<file path="src/ssk_pkg.sv">
// ----------------------------------------------------------------------------
// ssk_pkg: shared types for the searchable stack
// Request codes, the controller state encoding and the shift command that
// the controller broadcasts to the row of storage cells.
// ----------------------------------------------------------------------------
package ssk_pkg;

   typedef enum logic [1:0] {
      REQ_PUSH   = 2'd0,
      REQ_POP    = 2'd1,
      REQ_CLEAR  = 2'd2,
      REQ_SEARCH = 2'd3
   } req_code_type;

   typedef enum logic [1:0] {
      ST_IDLE   = 2'b01,
      ST_SEARCH = 2'b10
   } state_type;

   // shift_down moves every word one cell away from the top (push);
   // shift_up moves every word one cell toward the top (pop and rotate).
   typedef struct packed {
      logic shift_down;
      logic shift_up;
   } shift_type;

endpackage

</file>
<file path="src/ssk_cell.sv">
// ----------------------------------------------------------------------------
// ssk_cell: one storage cell of the stack
// Holds one word and, on command, takes the word of its neighbor above or
// below it.
// ----------------------------------------------------------------------------
module ssk_cell #(
   parameter int WORD_WIDTH = 32
) (
   input  logic                  clock,
   input  ssk_pkg::shift_type    shift,
   input  logic [WORD_WIDTH-1:0] from_above,
   input  logic [WORD_WIDTH-1:0] from_below,
   output logic [WORD_WIDTH-1:0] word
);
   import ssk_pkg::*;

   logic [WORD_WIDTH-1:0] word_ff;
   logic [WORD_WIDTH-1:0] word_in;

   always_comb begin
      priority if (shift.shift_down) begin
         word_in = from_above;
      end else if (shift.shift_up) begin
         word_in = from_below;
      end else begin
         word_in = word_ff;
      end
   end

   always_ff @(posedge clock) begin
      word_ff <= word_in;
   end

   assign word = word_ff;

endmodule

</file>
<file path="config.mk">
export PLATFORM = sky130hd
export DESIGN_NAME = ssk_cell
export DESIGN_NICKNAME = d
export VERILOG_FILES = /design/src/ssk_pkg.sv /design/src/ssk_cell.sv
export SDC_FILE = /design/constraint.sdc
export NUM_CORES = 1
export LEC_CHECK = 0
export BUFFER_PORTS_ARGS = -buffer_cell sky130_fd_sc_hd__buf_2
export CELL_PAD_IN_SITES_DETAIL_PLACEMENT = 1
export CELL_PAD_IN_SITES_GLOBAL_PLACEMENT = 1
export CORE_AREA = 2 2 74 76
export DETAILED_ROUTE_END_ITERATION = 10
export DIE_AREA = 0 0 76 78
export PLACE_DENSITY = 0.78
export SLEW_MARGIN = 20
export SYNTH_ARGS = -nofsm -noshare
export SYNTH_HDL_FRONTEND = slang
export SYNTH_SLANG_ARGS = --single-unit
</file>
<file path="constraint.sdc">
create_clock -name clock -period 2.27 [get_ports clock]
set_clock_uncertainty 0.2 [all_clocks]
set_input_delay 0.454 -clock clock [delete_from_list [all_inputs] [get_ports clock]]
set_output_delay 0.454 -clock clock [all_outputs]
set_load 0.02 [all_outputs]
</file>
# Word level (Yosys, flattened, before mapping)
# Index checks and enable logic that the tools add are counted.
dict set report op_classes {
  n_reduce_logical 1
  n_mux 2
}
# operator n
set op_table {}
lappend op_table {{32-bit 2-to-1 mux} 2}
lappend op_table {{2-bit nonzero test} 1}
dict set report totals {
  input_bits 67
  reg_bits 32
  wordCells 4
}

# Depth between registers and ports, before layout
# Gate-level depths: netlist (run 1).
dict set report depth {
  ltp_word 2
  ltp_mapped 3
  ltp_nobuf 1
}

# Least setup slack after synthesis (run 1)
# No wires, ideal clock.
dict set report synth_timing {
  kind {in2reg}
  start {in shift[1] in the netlist's numbering}
  end {reg word_ff[0], in the netlist word[0], enable pin}
  setup_time_ns 0.390
  arrival_ns 1.476
  required_ns 1.680
  slack_ns 0.203
  n_path_buf 2
  stages 3
  path_cell_list {buf_6 buf_12 or2_1}
}
dict set report synth_between {
  elab_chain_cells 1
}
# item line_no
set synth_rtl {}
lappend synth_rtl {{start: declaration} ssk_cell.sv:10} ;# input ssk_pkg::shift_type shift,
lappend synth_rtl {{2-bit nonzero test (no source line)} n/a}
lappend synth_rtl {{end signal: assignment} ssk_cell.sv:31} ;# word_ff <= word_in;
lappend synth_rtl {{end: declaration} ssk_cell.sv:17} ;# logic [WORD_WIDTH-1:0] word_ff;
# Every way passes these cells.
# A chain may end at the register's enable or synchronous reset.

# Final worst setup path (run 1)
dict set report layout_timing {
  start {reg word_ff[29], in the netlist word[29]}
  end {out word[29]}
}
# item line_no
set layout_lines {}
lappend layout_lines {{end: declaration} ssk_cell.sv:13} ;# output logic [WORD_WIDTH-1:0] word
# No word-level cell between the ends.

==> results of run 1 <==
-- worst max path at each step --
stage	from	end	slack, ps	depth (start not counted)
after detailed placement	shift[1]	word[23]$_DFFE_PP_	580	3
after global placement	shift[1]	word[20]$_DFFE_PP_	610	3
final	word[29]$_DFFE_PP_	word[29]	790	1
after CTS	word[9]$_DFFE_PP_	word[9]	760	1
after global routing	word[29]$_DFFE_PP_	word[29]	730	1
after floorplan	shift[1]	word[0]$_DFFE_PP_	200	3
-- routing by layer --
layer | vias up | wire length [um] | share of wire
li1 | 473 | - | -
met3 | 9 | 476 | 0.13
met4 | 0 | 79 | 0.022
met1 | 462 | 1182 | 0.33
met5 | - | 0 | 0
met2 | 71 | 1797 | 0.51
-- power by group through the flow --
stage / clock, mW / sequential [mW] / combinational, mW
after floorplan: 0 / 0.842 / 0.105
after global placement: 0 / 0.752 / 0.307
after detailed placement: 0 / 0.754 / 0.316
after CTS: 0.416 / 0.742 / 0.316
after global routing: 0.446 / 0.748 / 0.331
final: 0.398 / 0.740 / 0.311
-- layout by cell type, fill, tap and decap left out, drive strengths merged --
cell type and instances:
or2 1, buf 101, edfxtp 32, mux2 32, clkbuf 5, clkinv 2
-- stage by stage --
step / setup slack, ps / hold WS (ps) / power (mW)
2_1_floorplan: 203.3 / 471.5 / 0.9470
3_3_place_gp: 613.0 / 554.8 / 1.060
3_5_place_dp: 584.5 / 558.5 / 1.069
4_1_cts: 764.9 / 258.1 / 1.474
5_1_grt: 728.7 / 255.0 / 1.524
6_report: 790.9 / 272.7 / 1.449
-- cell families after synthesis --
| kind of cell | after synthesis | share of synthesized area |
|---|---|---|
| buffers and inverters | 4 | 0.04730 |
| flip-flops | 32 | 0.6373 |
| multiplexers | 32 | 0.3112 |
| AND/OR/NAND/NOR | 1 | 0.004152 |
-- area by class of cell --
type                    count  area share
flip-flops and latches     32      0.4547
clock buffers               5     0.03256
clock inverters             2    0.003552
well taps                  70     0.04144
repair buffers            101      0.2427
multi-input cells          33      0.2250
==> results.txt, run 1 <==
min-delay src: from_below[6]
die width: 76 um
Routed WL per cell: 14.55 um
Sequential Area: 960.9 sq um
minimum clock period: 1479 ps
Fillers: 534
Max VDD drop: 0.2817 mV
drt pass-1 iters: 3
power per cell area: 685.6 nW/um^2
worst hold stages: 2
maxcap violations: 0
CTS H-tree depth: 2
net load switching power: 372.8 uW
Crit Path Class: reg2out
routed vias/inst: 4.177
antenna-violating nets left: 0
vias in the first global route: 1176
total track usage: 0.1247
Final setup viols: 0
antenna violations before repair: 0
port bufs: 98
first-pass GRT wire length: 5533 um
Post-CTS Hold Buffers: 0
Layout area overhead: 40.17%
die area: 5928 sq um
Seq pwr share: 0.511
met3 Resource Use GR: 0.07791
Crit. End Element: output pin
Area contributors post-synth: edfxtp_1, mux2_4, buf_12
max reg flops: 32
CP Buf/Inv Count: 1
cts bufs inserted: 5
crit-path cells: buf_2
DR vias: 1015
Slowest-stage cell, CP: edfxtp_1
YS warnings: 0
Primary FF master, synth: edfxtp_1
total setup buffers inserted after CTS: 0
hold crit path type: in2reg
Clock Path Buffers: 2
Final Net Count: 240
Avg Cell Area, Syn: 21.85 sq um
CP max stage delay: 370 ps
met1 Usage GRT: 0.1122
share of layout cells above drive strength 1: 0.7977
largest net degree at the start of global routing: 33
Top Usage Layer GRT: met2
status: complete, no violations
register bit total from synthesis: 32
Row Count: 26
Mapped Cells: 69
Slew HR: 0.7208
root buf cell: clkbuf_8
worst-margin pin slew: 418.8 ps
DR iter-0 viols: 23
Sw Share: 0.2573
DP Cell Count: 236
Routed WL: 3535 um
critical path data required time: 1620 ps
CORE AREA: 5042 sq um
Achievable Freq: 676.1 MHz
footprint of the multi-input gates: 475.5 sq um
critical path fanouts, max: 1
GPL Wtd Cong: 0.7296
total negative setup slack: 0 ps
Netlist cell types: 6
Worst Hold End: word[6]$_DFFE_PP_
Post-synth top cells: edfxtp_1, mux2_4, buf_12, mux2_2
count leader, synth: edfxtp_1
sequential area share after synthesis: 0.6373
Area after DPL: 2037 sq um
Post-synth ARST share: 0
Gate power share: 0.215
Finished Layout Cells: 243
met2 Use GR: 0.2188
fin area: 2113 sq um
RSZ-0062 raised after global routing: no
# diodes: 0
cts repair resizes: 0
WP data arrival: 830 ps
period utilisation layout: 0.6516
Clk pwr share: 0.275
mapped cell area: 1508 sq um
total gr overflow: 0
Final Core Density: 0.4191
Static Leak: 1.016 nW
post-route DRC violation count: 0
Worst path top cell family by delay: flip-flops
top-area cell type share of the netlist area: 0.6373
CTS tree: built
clk slew on worst S/H paths: 60 ps
cell taking the most area after synthesis: edfxtp_1
final hold vios: 0
Pins Over Slew Limit: 0
Starting Density: 0.2990
internal power: 1.076 mW
Worst setup SP type: register
Post-synth EDFFs: 32
chip height: 78 um
Sink Count: 32
I/O pins: 99
Post-Syn Nets: 136
Post-DP HPWL: 2827 um
Note: power is estimated with default switching activity, not from simulation.
==> run 2: changes to the inputs <==
clock period = 1.5 ns   (was 2.27 ns; I/O delays follow)
==> results.txt, run 2 (same netlist as run 1, synthesis figures left out) <==
status: complete, no violations (unchanged)
largest net degree at the start of global routing: 33 (unchanged)
Achievable Freq: 761.1 MHz
I/O pins: 99 (unchanged)
# diodes: 0 (unchanged)
Static Leak: 1.023 nW (was 1.016 nW)
root buf cell: clkbuf_8 (unchanged)
Worst path top cell family by delay: flip-flops (unchanged)
maxcap violations: 0 (unchanged)
internal power: 1.652 mW (was 1.076 mW)
critical path data required time: 1000 ps (was 1620 ps)
total track usage: 0.1158 (was 0.1247)
total negative setup slack: 0 ps (unchanged)
Row Count: 26 (unchanged)
antenna-violating nets left: 0 (unchanged)
CP Buf/Inv Count: 1 (unchanged)
Routed WL: 3367 um (was 3535 um)
Final Net Count: 239 (was 240)
critical path fanouts, max: 1 (unchanged)
Slowest-stage cell, CP: edfxtp_1 (unchanged)
CORE AREA: 5042 sq um (unchanged)
CTS tree: built (unchanged)
Post-CTS Hold Buffers: 0 (unchanged)
port bufs: 98 (unchanged)
CTS H-tree depth: 2 (unchanged)
Post-DP HPWL: 2745 um (was 2827 um)
CP max stage delay: 370 ps (about the same)
WP data arrival: 810 ps (was 830 ps)
Seq pwr share: 0.510 (was 0.511)
Clk pwr share: 0.273 (was 0.275)
post-route worst setup slack: 186.0 ps (was 790.9 ps)
Sw Share: 0.2480 (was 0.2573)
Sink Count: 32 (unchanged)
period utilisation layout: 0.8760
clk slew on worst S/H paths: 70 ps (was 60 ps)
Pins Over Slew Limit: 0 (unchanged)
pre-CTS setup slack: 29.68 ps (was 584.5 ps)
cts bufs inserted: 5 (unchanged)
post-route DRC violation count: 0 (unchanged)
die area: 5928 sq um (unchanged)
hold crit path type: in2reg (unchanged)
drt pass-1 iters: 3 (unchanged)
most frequent cells in the layout: buf_2, edfxtp_1, mux2_4 (unchanged)
Layout area overhead: 41.74% (was 40.17%)
crit-path cells: buf_2 (unchanged)
Crit Path Class: reg2out (unchanged)
routed vias/inst: 4.058 (was 4.177)
power per cell area: 1028 nW/um^2 (was 685.6 nW/um^2)
final hold vios: 0 (unchanged)
Routed WL per cell: 13.86 um (was 14.55 um)
Max VDD drop: 0.3521 mV (was 0.2817 mV)
Clock Path Buffers: 2 (unchanged)
die width: 76 um (unchanged)
net load switching power: 544.8 uW (was 372.8 uW)
Starting Density: 0.2990 (unchanged)
most common cell after layout, fill and taps aside: buf_2 (unchanged)
share of layout cells above drive strength 1: 0.7977 (unchanged)
GPL Wtd Cong: 0.7161 (was 0.7296)
chip height: 78 um (unchanged)
antenna violations before repair: 0 (unchanged)
Worst setup SP type: register (unchanged)
first-pass GRT wire length: 5244 um (was 5533 um)
Crit. End Element: output pin (unchanged)
total setup buffers inserted after CTS: 0 (unchanged)
minimum clock period: 1314 ps
Fillers: 555 (was 534)
RSZ-0062 raised after global routing: no (unchanged)
worst-margin pin slew: 440.6 ps (was 418.8 ps)
Final setup viols: 0 (unchanged)
Slew HR: 0.7063 (was 0.7208)
vias in the first global route: 1066 (was 1176)
DR iter-0 viols: 35 (was 23)
Gate power share: 0.217 (was 0.215)
DR vias: 986 (was 1015)
cts repair resizes: 0 (unchanged)
max reg flops: 32 (unchanged)
total gr overflow: 0 (unchanged)
## run 2: cell types whose count changed in the layout (fill, tap and decap cells not counted)
cell      previous run  this run
or2_1                1         0
or2_4                0         1
buf_12               0         2
clkbuf_1             0         2
buf_4                3         0
clkinv_1             2         1
## run 2: worst paths after layout
| kind | end | slack [ps] | cells past startpoint | start |
|---|---|---|---|---|
| worst min-delay path | word[25]$_DFFE_PP_ | 120 | 2 | from_above[25] |
| worst max-delay path | word[9] | 190 | 1 | word[9]$_DFFE_PP_ |
## run 2: cell type report
type                    instances  area (sq um)  area share
flip-flops and latches         32         960.9      0.4496
repair buffers                100         530.5      0.2482
multi-input cells              33         478.0      0.2237
well taps                      70         87.58     0.04098
clock buffers                   7         76.32     0.03571
clock inverters                 1         3.754    0.001756
## run 2: power groups by stage
stage | sequential [mW] | combinational (mW) | clock [mW]
floorplan | 1.27 | 0.160 | 0
global placement | 1.14 | 0.475 | 0
detailed placement | 1.14 | 0.485 | 0
CTS | 1.12 | 0.485 | 0.634
global route | 1.13 | 0.506 | 0.673
finish | 1.12 | 0.476 | 0.600
## run 2: layer usage
metal | vias to the layer above | part of all wire | global-route usage
met1 | 465 | 0.31 | 0.1090
met5 | - | 0 | 0
met3 | 4 | 0.059 | 0.03837
li1 | 473 | - | -
met2 | 44 | 0.61 | 0.2295
met4 | 0 | 0.014 | 0.04545
## run 2: stage by stage
stage | cell area [sq um] | total power [mW] | cells | hold slack (ps) | util
floorplan | 1510 | 1.434 | 69 | 317.5 | -
global placement | 2057 | 1.612 | 235 | 400.9 | 0.4079
detailed placement | 2057 | 1.626 | 235 | 404.2 | 0.4079
CTS | 2137 | 2.242 | 243 | 112.1 | 0.4238
global route | 2137 | 2.310 | 243 | 106.2 | 0.4238
finish | 2137 | 2.197 | 243 | 122.9 | 0.4238
