**config.mk**
```make
export PLATFORM = sky130hd
export DESIGN_NAME = ssk_ctrl
export DESIGN_NICKNAME = d
export VERILOG_FILES = /design/src/ssk_pkg.sv /design/src/ssk_ctrl.sv
export SDC_FILE = /design/constraint.sdc
export NUM_CORES = 1
export LEC_CHECK = 0
export ABC_CLOCK_PERIOD_IN_PS = 5300
export BUFFER_PORTS_ARGS = -buffer_cell sky130_fd_sc_hd__clkbuf_2
export CAP_MARGIN = 10
export CORE_MARGIN = 4
export CORE_UTILIZATION = 30
export CTS_CLUSTER_SIZE = 12
export DETAILED_ROUTE_END_ITERATION = 12
export PLACE_DENSITY_LB_ADDON = 0.15
export SLEW_MARGIN = 20
export SYNTH_ARGS = -nofsm -noshare
export SYNTH_HDL_FRONTEND = slang
export SYNTH_SLANG_ARGS = --single-unit
```
**constraint.sdc**
```tcl
create_clock -name clock -period 5.3 [get_ports clock]
set_clock_uncertainty 0.2 [all_clocks]
set_input_delay 0.265 -clock clock [delete_from_list [all_inputs] [get_ports clock]]
set_output_delay 0.265 -clock clock [all_outputs]
set_load 0.02 [all_outputs]
```
**src/ssk_pkg.sv**
```systemverilog
// ----------------------------------------------------------------------------
// ssk_pkg: shared types for the searchable stack
// Request codes, the controller state encoding and the shift command that
// the controller broadcasts to the row of storage cells.
// ----------------------------------------------------------------------------
package ssk_pkg;

   typedef enum logic [1:0] {
      REQ_PUSH   = 2'd0,
      REQ_POP    = 2'd1,
      REQ_CLEAR  = 2'd2,
      REQ_SEARCH = 2'd3
   } req_code_type;

   typedef enum logic [1:0] {
      ST_IDLE   = 2'b01,
      ST_SEARCH = 2'b10
   } state_type;

   // shift_down moves every word one cell away from the top (push);
   // shift_up moves every word one cell toward the top (pop and rotate).
   typedef struct packed {
      logic shift_down;
      logic shift_up;
   } shift_type;

endpackage

```
**src/ssk_ctrl.sv**
```systemverilog
// ----------------------------------------------------------------------------
// ssk_ctrl: controller of the searchable stack
// Keeps the fill count, issues shift commands to the cell row, runs the
// search sequence and registers every result.
// ----------------------------------------------------------------------------
module ssk_ctrl #(
   parameter int DEPTH      = 1024,
   parameter int WORD_WIDTH = 32,
   parameter int POS_W      = 11
) (
   input  logic                  clock,
   input  logic                  reset,
   input  logic                  start,
   input  logic [1:0]            req_type,
   input  logic [WORD_WIDTH-1:0] req_value,
   input  logic [WORD_WIDTH-1:0] top_word,
   output logic                  busy,
   output ssk_pkg::shift_type    shift,
   output logic                  rsp_strobe,
   output logic                  rsp_ok,
   output logic [WORD_WIDTH-1:0] rsp_read_value,
   output logic [POS_W-1:0]      rsp_position,
   output logic                  rsp_found
);
   import ssk_pkg::*;

   localparam int STEP_W = $clog2(DEPTH);

   state_type             state_ff, state_in;
   logic [POS_W-1:0]      count_ff, count_in;
   logic [STEP_W-1:0]     step_ff, step_in;
   logic [WORD_WIDTH-1:0] key_ff, key_in;
   logic                  hit_ff, hit_in;
   logic [POS_W-1:0]      dist_ff, dist_in;
   logic                  strobe_ff, strobe_in;
   logic                  ok_ff, ok_in;
   logic [WORD_WIDTH-1:0] read_ff, read_in;
   logic [POS_W-1:0]      pos_ff, pos_in;
   logic                  found_ff, found_in;
   req_code_type          code;

   assign code = req_code_type'(req_type);

   always_comb begin
      state_in  = state_ff;
      count_in  = count_ff;
      step_in   = step_ff;
      key_in    = key_ff;
      hit_in    = hit_ff;
      dist_in   = dist_ff;
      strobe_in = 1'b0;
      ok_in     = 1'b0;
      read_in   = '0;
      pos_in    = '0;
      found_in  = 1'b0;
      shift     = '0;
      unique case (state_ff)
         ST_IDLE: begin
            if (start) begin
               unique case (code)
                  REQ_PUSH: begin
                     strobe_in = 1'b1;
                     if (count_ff != POS_W'(DEPTH)) begin
                        shift.shift_down = 1'b1;
                        count_in         = count_ff + POS_W'(1);
                        ok_in            = 1'b1;
                     end
                  end
                  REQ_POP: begin
                     strobe_in = 1'b1;
                     if (count_ff != '0) begin
                        shift.shift_up = 1'b1;
                        count_in       = count_ff - POS_W'(1);
                        ok_in          = 1'b1;
                        read_in        = top_word;
                     end
                  end
                  REQ_CLEAR: begin
                     strobe_in = 1'b1;
                     count_in  = '0;
                     ok_in     = 1'b1;
                  end
                  REQ_SEARCH: begin
                     state_in = ST_SEARCH;
                     step_in  = '0;
                     key_in   = req_value;
                     hit_in   = 1'b0;
                     dist_in  = '0;
                  end
                  default: begin
                     strobe_in = 1'b0;
                  end
               endcase
            end
         end
         ST_SEARCH: begin
            // The whole ring turns once; the top cell sees entry k at step k.
            shift.shift_up = 1'b1;
            step_in        = step_ff + STEP_W'(1);
            if (!hit_ff && (POS_W'(step_ff) < count_ff) && (top_word == key_ff)) begin
               hit_in  = 1'b1;
               dist_in = POS_W'(step_ff) + POS_W'(1);
            end
            if (step_ff == STEP_W'(DEPTH - 1)) begin
               state_in  = ST_IDLE;
               strobe_in = 1'b1;
               ok_in     = 1'b1;
               pos_in    = dist_in;
               found_in  = hit_in;
            end
         end
         default: begin
            state_in = ST_IDLE;
         end
      endcase
   end

   always_ff @(posedge clock) begin
      if (reset) begin
         state_ff  <= ST_IDLE;
         count_ff  <= '0;
         strobe_ff <= 1'b0;
      end else begin
         state_ff  <= state_in;
         count_ff  <= count_in;
         strobe_ff <= strobe_in;
      end
      step_ff  <= step_in;
      key_ff   <= key_in;
      hit_ff   <= hit_in;
      dist_ff  <= dist_in;
      ok_ff    <= ok_in;
      read_ff  <= read_in;
      pos_ff   <= pos_in;
      found_ff <= found_in;
   end

   assign busy           = (state_ff != ST_IDLE);
   assign rsp_strobe     = strobe_ff;
   assign rsp_ok         = ok_ff;
   assign rsp_read_value = read_ff;
   assign rsp_position   = pos_ff;
   assign rsp_found      = found_ff;

endmodule

```
### After elaboration in Yosys (flattened, before gate mapping)

Index checks and enable logic that the tools add are counted.

| storage, ports and cells | value |
|---|---|
| bits in registers | 113 |
| input port bits | 69 |
| output and inout port bits | 49 |
| logic and storage cells | 76 |

| cells by class | value |
|---|---|
| add/subtract/negate cells | 4 |
| order comparisons | 1 |
| equality and inequality tests | 14 |
| muxes and demuxes | 32 |
| reductions and logical operators | 14 |

Operators with widths:

| operator | number |
|---|---|
| $mux 11 | 5 |
| $pmux 11 s3 | 1 |
| $eq 32x32->1 | 1 |
| $pmux 11 s2 | 1 |
| $mux 10 | 2 |
| $pmux 10 s2 | 1 |
| $mux 1 | 12 |
| $add 10x1->11 const B | 1 |
| $add 11x1->11 const B | 1 |
| $lt 10x11->1 | 1 |
| $ne 11x11->1 const B | 1 |
| $reduce_bool 11->1 | 1 |
| $sub 11x1->11 const B | 1 |
| $add 10x1->10 const B | 1 |
| $eq 10x10->1 const B | 1 |
| $reduce_and 3->1 | 3 |
| $mux 2 | 4 |
| $ne 2x2->1 const B | 4 |
| $pmux 1 s2 | 4 |
| $eq 2x2->1 const B | 3 |
| $reduce_and 5->1 | 1 |
| $eq 2x1->1 const B | 2 |
| $ne 2x1->1 const B | 2 |
| $pmux 2 s2 | 1 |
| other kinds (9) | 10 |

### Depth between registers and ports, before layout

Gate-level depths: netlist of the first run.

| logic depth | value |
|---|---|
| word-level depth | 5 |
| gate-level depth with buffers | 11 |

### Least setup slack after synthesis of the first run

OpenSTA, ideal clock, no wires.

| path | value |
|---|---|
| path kind | register to register |
| start point | register state_ff[1] |
| end point | register key_ff[0] (enable) |
| setup time | 421 ps |
| arrival | 2110 ps |
| path slack | 2569 ps |
| cell stages (with the launch flop) | 5 |
| path buffers | 0 |
| cells stage by stage | dfxtp_1 inv_1 ha_1 nand2_1 nor2_1 |

| between the ends | value |
|---|---|
| longest elaborated chain between the ends | 2 |

RTL lines:

| element | line | source |
|---|---|---|
| start, declared | ssk_ctrl.sv:29 | `state_type state_ff, state_in;` |
| start signal, assigned | ssk_ctrl.sv:124 | `state_ff <= state_in;` |
| $eq 2x1->1 | ssk_ctrl.sv:57 | `unique case (state_ff)` |
| $reduce_and 3->1 (no source line) | - |  |
| end signal, assigned | ssk_ctrl.sv:129 | `key_ff <= key_in;` |
| end, declared | ssk_ctrl.sv:32 | `logic [WORD_WIDTH-1:0] key_ff, key_in;` |

Every way passes these cells.
A chain may end at the register's enable or synchronous reset.

### Worst setup path in the final report of the first run

| path | value |
|---|---|
| start point | input port top_word[21] |
| end point | register dist_ff[8] (data pin) |

| between the ends | value |
|---|---|
| longest elaborated chain between the ends | 4 |

RTL lines:

| element | line | source |
|---|---|---|
| start, declared | ssk_ctrl.sv:16 | `input logic [WORD_WIDTH-1:0] top_word,` |
| $eq 32x32->1 | ssk_ctrl.sv:100 | `if (!hit_ff && (POS_W'(step_ff) < count_ff) && (top_word == key_ff)) begin` |
| $logic_and 1x1->1 | ssk_ctrl.sv:100 |  |
| $mux 11 | ssk_ctrl.sv:100 |  |
| $pmux 11 s2 | ssk_ctrl.sv:57 |  |
| end signal, assigned | ssk_ctrl.sv:131 | `dist_ff <= dist_in;` |
| end, declared | ssk_ctrl.sv:34 | `logic [POS_W-1:0] dist_ff, dist_in;` |

Every way passes these cells.

==> reports/results.tsv, run 1 <==
stage	metric	value	unit
floorplan	io-pin-count	118	
worst_setup_path	timing.rr.end	dist_ff[8]	
clock_network	cts_buffers	17	
synthesis	yosys_warnings	0	
clock_network	ctsRootBufferMaster	clkbuf_16	
floorplan	rows	46	
clock_network	cts_max_path_buffers	2	
floorplan	start_util	30.6	%
power	peakVddDrop	0.000207	V
placement	pre_cts_slack	2360	ps
routing	antenna_left	0	
routing	num_vias	3877	
global_route	antenna_found_initial	0	
clock_network	cts_tree	done	
run_status	outcome	finished, final reports clean	
timing	period_share	56.6	%
clock_network	cts_resized	0	
floorplan	die_x	135	um
final_layout	multi_input_area	1930	sq um
floorplan	die_area	18300	sq um
global_route	overflow	0	
final_layout	diodes	0	
final_layout	final_common_cell	clkbuf_2	
final_layout	drive_above_1_share	25.7	%
synthesis	synth.distinct_cells	50	
timing	setup_viol_count_final	0	
clock_network	clk_latency	420	ps
clock_network	cts.clk_slew.worst_paths	50	ps
timing	layout_min_cycle_time	3000	ps
synthesis	syn_area	4850	sq um
timing	tightest_slew	924	ps
final_layout	layout.nets	702	
synthesis	synthCells	432	
placement	io_buffers	117	
power	leakage	2.82	nW
routing	totalWireLength	12700	um
synthesis	synthFlopType	dfxtp_1	
worst_hold_path	worst_hold_path_type	primary input to register	
synthesis	postSynth.asyncResetShare	0	%
clock_network	cts_max_level	4	
power	power	2.31	mW
global_route	grt_usage	14.9	%
timing	hold_ws	30.0	ps
timing	max_freq	0.334	GHz
global_route	grt_pass1_wl	20800	um
worst_setup_path	path_class	primary input to register	
final_layout	fin_util	43.4	%
placement	place_congestion	0.869	
worst_setup_path	r2r_cells	6	
routing	routedWlPerCell	15.0	um
timing	grt_setup_unrepaired	false	
routing	dr.first_iter.drc_count	282	
routing	drtPass1Iterations	5	
final_layout	stdcell_count	847	
worst_setup_path	r2r-start	key_ff[21]	
synthesis	synthesis.nets	516	
final_layout	mostFrequentLayoutCells	clkbuf_2, dlygate4sd3_1, dfxtp_1, edfxtp_1, and2_1	
job	maxCapViolCount	0	
timing	slew_headroom	38.2	%
final_layout	syn_to_final_growth	42.2	%
timing	fin_tns_setup	0	ps
worst_hold_path	holdPathStages	3	
final_layout	final-seq-area	2800	sq um
global_route	grt_pass1_vias	4042	
timing	final-max-slew-violation-count	0	
clock_network	cts_hold_buffers	64	
final_layout	fin_area	6900	sq um
global_route	grt_max_degree	33	
clock_network	clkSinkCount	113	
timing	hold_viol	0	
clock_network	post_cts_buffers	0	
worst_setup_path	crit_arrival	2970	ps
timing	fin_ws	2300	ps
worst_setup_path	crit_fanout	9	
routing	via_per_inst	4.58	
placement	dp_cells	751	
worst_setup_path	r2r_slack	2400	ps
power	power_density	334	nW/um^2
worst_hold_path	hold_start	start	
placement	post-dp-hpwl	8990	um
synthesis	ys_seq_elements	113	
floorplan	coreArea	15900	sq um
worst_setup_path	required	5280	ps
worst_setup_path	end_kind	register	
worst_hold_path	hold_end	rsp_strobe	
placement	postPlaceCellArea	5670	sq um
synthesis	syn_avg_cell_area	11.2	sq um
routing	post-route-drc-count	0	
floorplan	die_height	135	um
synthesis	synth-edff-count	54	
worst_setup_path	start_kind	primary input	
synthesis	seq_area_frac_synth	57.7	%
final_layout	n_fill_cell	1512	
## cell usage after synthesis, drive strengths merged, types with 8 or more instances
library cell / count / area share (%)
nand2: 20 / 1.5
nor3: 13 / 1.5
and3: 8 / 1.0
nor2: 28 / 2.2
inv: 16 / 1.2
and2: 36 / 4.6
nand3: 14 / 1.4
xnor2: 10 / 1.8
edfxtp: 54 / 33
xor2: 34 / 6.1
dfxtp: 59 / 24
clkbuf: 12 / 0.95
ha: 15 / 3.9
o21ai: 13 / 1.4
nand4: 12 / 1.7
a21oi: 27 / 2.8
nor4: 10 / 1.3
## worst max-delay path by stage
stage            startpoint    endpoint  slack (ps)
2_1_floorplan   state_ff[1]   key_ff[0]        2570
3_3_place_gp     key_ff[21]  dist_ff[8]        2430
3_5_place_dp     key_ff[21]  dist_ff[8]        2360
4_1_cts        top_word[21]  dist_ff[8]        2290
5_1_grt        top_word[21]  dist_ff[8]        2110
6_report       top_word[21]  dist_ff[8]        2300
## routing by layer
metal / vias up / GRT usage, % / wire [um]
met1: 1818 / 18.1 / 5630
met4: 0 / 6.72 / 316
li1: 1932 / - / -
met3: 28 / 4.01 / 501
met2: 99 / 24.8 / 6250
met5: - / 0 / 0
## flip-flops by register name (all words and copies together) (netlist names)
name / flops
rsp_ok: 1
rsp_strobe: 1
step_ff: 10
hit_ff: 1
rsp_position: 11
count_ff: 11
rsp_read_value: 32
rsp_found: 1
state_ff: 2
dist_ff: 11
key_ff: 32
## final cells by class
type                    count  area share (%)
flip-flops and latches    113            40.6
well taps                 216            3.92
multi-input cells         287            28.0
clock buffers              24            7.14
clock inverters             8            1.49
inverters                  16           0.870
repair buffers            183            18.0
## cell families after synthesis
group,Yosys count,synth area share (%)
simple gates,155,17.7
flops,113,57.7
compound gates,71,9.51
xor+xnor,44,7.94
buf+inv,32,2.86
fa+ha+maj,15,3.87
mux,2,0.412
## critical path: stages
cell and delay, ps:
dlygate4sd3_1 540, clkbuf_2 120, xor2_1 130, nor4_1 500, nand4_1 200, nor3_2 590
nand2_1 310, a31o_2 310
## power breakdown
| group | total [mW] | internal, mW | switching [mW] |
|---|---|---|---|
| clock | 1.14 | 0.743 | 0.394 |
| sequential | 0.956 | 0.940 | 0.0161 |
| combinational | 0.212 | 0.101 | 0.111 |
| total | 2.31 | 1.78 | 0.521 |
(Power assumes the default switching activity.)
==> inputs of run 2 (changes only) <==
Settings changed: ABC_CLOCK_PERIOD_IN_PS 5300 to 3100.
Clock period 5.3 ns to 3.1 ns, I/O delays scaled along.
==> reports/results.tsv, run 2 (synthesis gave the netlist of run 1 again) <==
stage	metric	value	unit	change
run_status	outcome	finished, final reports clean		
worst_setup_path	crit_arrival	2710	ps	-260 ps
floorplan	io-pin-count	118		unchanged
worst_setup_path	r2r_slack	320	ps	-2080 ps
worst_setup_path	start_kind	register		
clock_network	clkSinkCount	113		unchanged
placement	post-dp-hpwl	9250	um	+2.9%
global_route	met3_usage	3.53	%	-0.48 points
floorplan	start_util	30.6	%	unchanged
global_route	grt_pass1_vias	3985		-1.4%
placement	io_buffers	117		unchanged
final_layout	drive_above_1_share	26.1	%	+0.42 points
timing	max_freq	0.359	GHz	
clock_network	clk_latency	410	ps	about the same
timing	final-max-slew-violation-count	0		unchanged
clock_network	cts_buffers	17		unchanged
global_route	busiest_layer	met2		
worst_setup_path	endpoint	dist_ff[4]		
worst_setup_path	end_kind	register		
timing	setup_viol_count_final	0		unchanged
timing	slew_headroom	45.9	%	+7.7 points
power	power_density	561	nW/um^2	+68%
final_layout	final_common_cell	clkbuf_2		
final_layout	n_fill_cell	1549		+2.4%
timing	hold_ws	41.0	ps	+11.0 ps
global_route	grt_usage	14.9	%	-0.030 points
worst_setup_path	path_class	register to register		
clock_network	cts.clk_slew.worst_paths	50	ps	about the same
global_route	grt_pass1_wl	20800	um	+0.23%
job	maxCapViolCount	0		unchanged
global_route	grt_max_degree	33		unchanged
routing	antenna_left	0		unchanged
final_layout	layout.nets	711		+1.3%
power	leakage	2.86	nW	+1.3%
routing	routedWlPerCell	15.3	um	+2.0%
routing	drtPass1Iterations	4		-1
floorplan	rows	46		unchanged
clock_network	cts_max_level	4		unchanged
final_layout	diodes	0		unchanged
worst_setup_path	required	3030	ps	-2250 ps
routing	totalWireLength	13100	um	+3.1%
global_route	antenna_found_initial	0		unchanged
routing	via_per_inst	4.56		-0.46%
worst_setup_path	crit_fanout	8		-1
clock_network	cts_max_path_buffers	2		unchanged
floorplan	die_area	18300	sq um	unchanged
global_route	met2_usage	24.9	%	+0.083 points
timing	layout_min_cycle_time	2780	ps	
floorplan	die_x	135	um	unchanged
timing	fin_tns_setup	0	ps	unchanged
clock_network	cts_tree	done		
routing	num_vias	3900		+0.59%
final_layout	mostFrequentLayoutCells	clkbuf_2, dlygate4sd3_1, dfxtp_1, edfxtp_1, and2_1		
global_route	gr-usage-met1	18.6	%	+0.53 points
worst_setup_path	r2r-start	count_ff[9]		
floorplan	coreArea	15900	sq um	unchanged
timing	tightest_slew	810	ps	-114 ps
floorplan	die_height	135	um	unchanged
routing	post-route-drc-count	0		unchanged
clock_network	cts_resized	0		unchanged
worst_setup_path	timing.rr.end	dist_ff[4]		
timing	hold_viol	0		unchanged
clock_network	ctsRootBufferMaster	clkbuf_16		
timing	grt_setup_unrepaired	false		
routing	dr.first_iter.drc_count	162		-43%
timing	period_share	89.7	%	
worst_hold_path	worst_hold_path_type	primary input to register		
placement	place_congestion	0.810		-6.8%
worst_setup_path	r2r_cells	7		+1
global_route	overflow	0		unchanged
final_layout	syn_to_final_growth	43.3	%	
power	peakVddDrop	0.000346	V	+67%
worst_setup_path	crit_path_start	count_ff[9]		
run 2: worst min path at each step:
stage,from,to,slack (ps),cells past startpoint
2_1_floorplan,reset,count_ff[3],30,1
3_3_place_gp,req_value[11],key_ff[11],130,1
3_5_place_dp,req_value[5],key_ff[5],130,1
4_1_cts,req_type[0],state_ff[1],10,3
5_1_grt,req_type[0],state_ff[1],60,3
6_report,req_type[0],state_ff[1],40,3
run 2: per-layer routing:
layer	share of wire, %	wire (um)
met4	1.6	209
met3	3.4	451
met5	0	0
met1	45	5880
met2	50	6550
run 2: timing repair:
action / CTS / global route
buffers inserted: 0 / 0
hold buffers: 67 / 0
hold endpoints to repair: 78 / 0
run 2: power breakdown:
part	total (mW)	internal [mW]	switching, mW
combinational	0.368	0.177	0.190
clock	1.90	1.23	0.670
sequential	1.64	1.61	0.0284
run 2: final cells by class:
class | count | area [sq um] | area share (%)
Tap cell | 216 | 270 | 3.88
Timing Repair Buffer | 192 | 1320 | 18.9
Sequential cell | 113 | 2800 | 40.3
Clock buffer | 24 | 472 | 6.78
Inverter | 16 | 60.1 | 0.863
Clock inverter | 8 | 104 | 1.49
Multi-Input combinational cell | 287 | 1930 | 27.8
run 2: through the flow:
step | area, sq um | utilization [%] | instances | worst slack [ps] | power (mW)
after floorplan | 4850 | - | 432 | 369 | 1.85
after global placement | 5710 | 35.9 | 757 | 443 | 1.96
after detailed placement | 5710 | 35.9 | 757 | 351 | 1.97
after CTS | 6960 | 43.8 | 856 | 316 | 3.95
after global routing | 6960 | 43.8 | 856 | 63.6 | 4.06
final | 6960 | 43.8 | 856 | 318 | 3.90
run 2: critical path: stages (launching register included):
cell and delay, ps:
dfxtp_1 430, inv_1 70, ha_1 310, a311oi_2 270
nand4_1 160, or3_1 560, nor2_1 350, o21ai_0 170
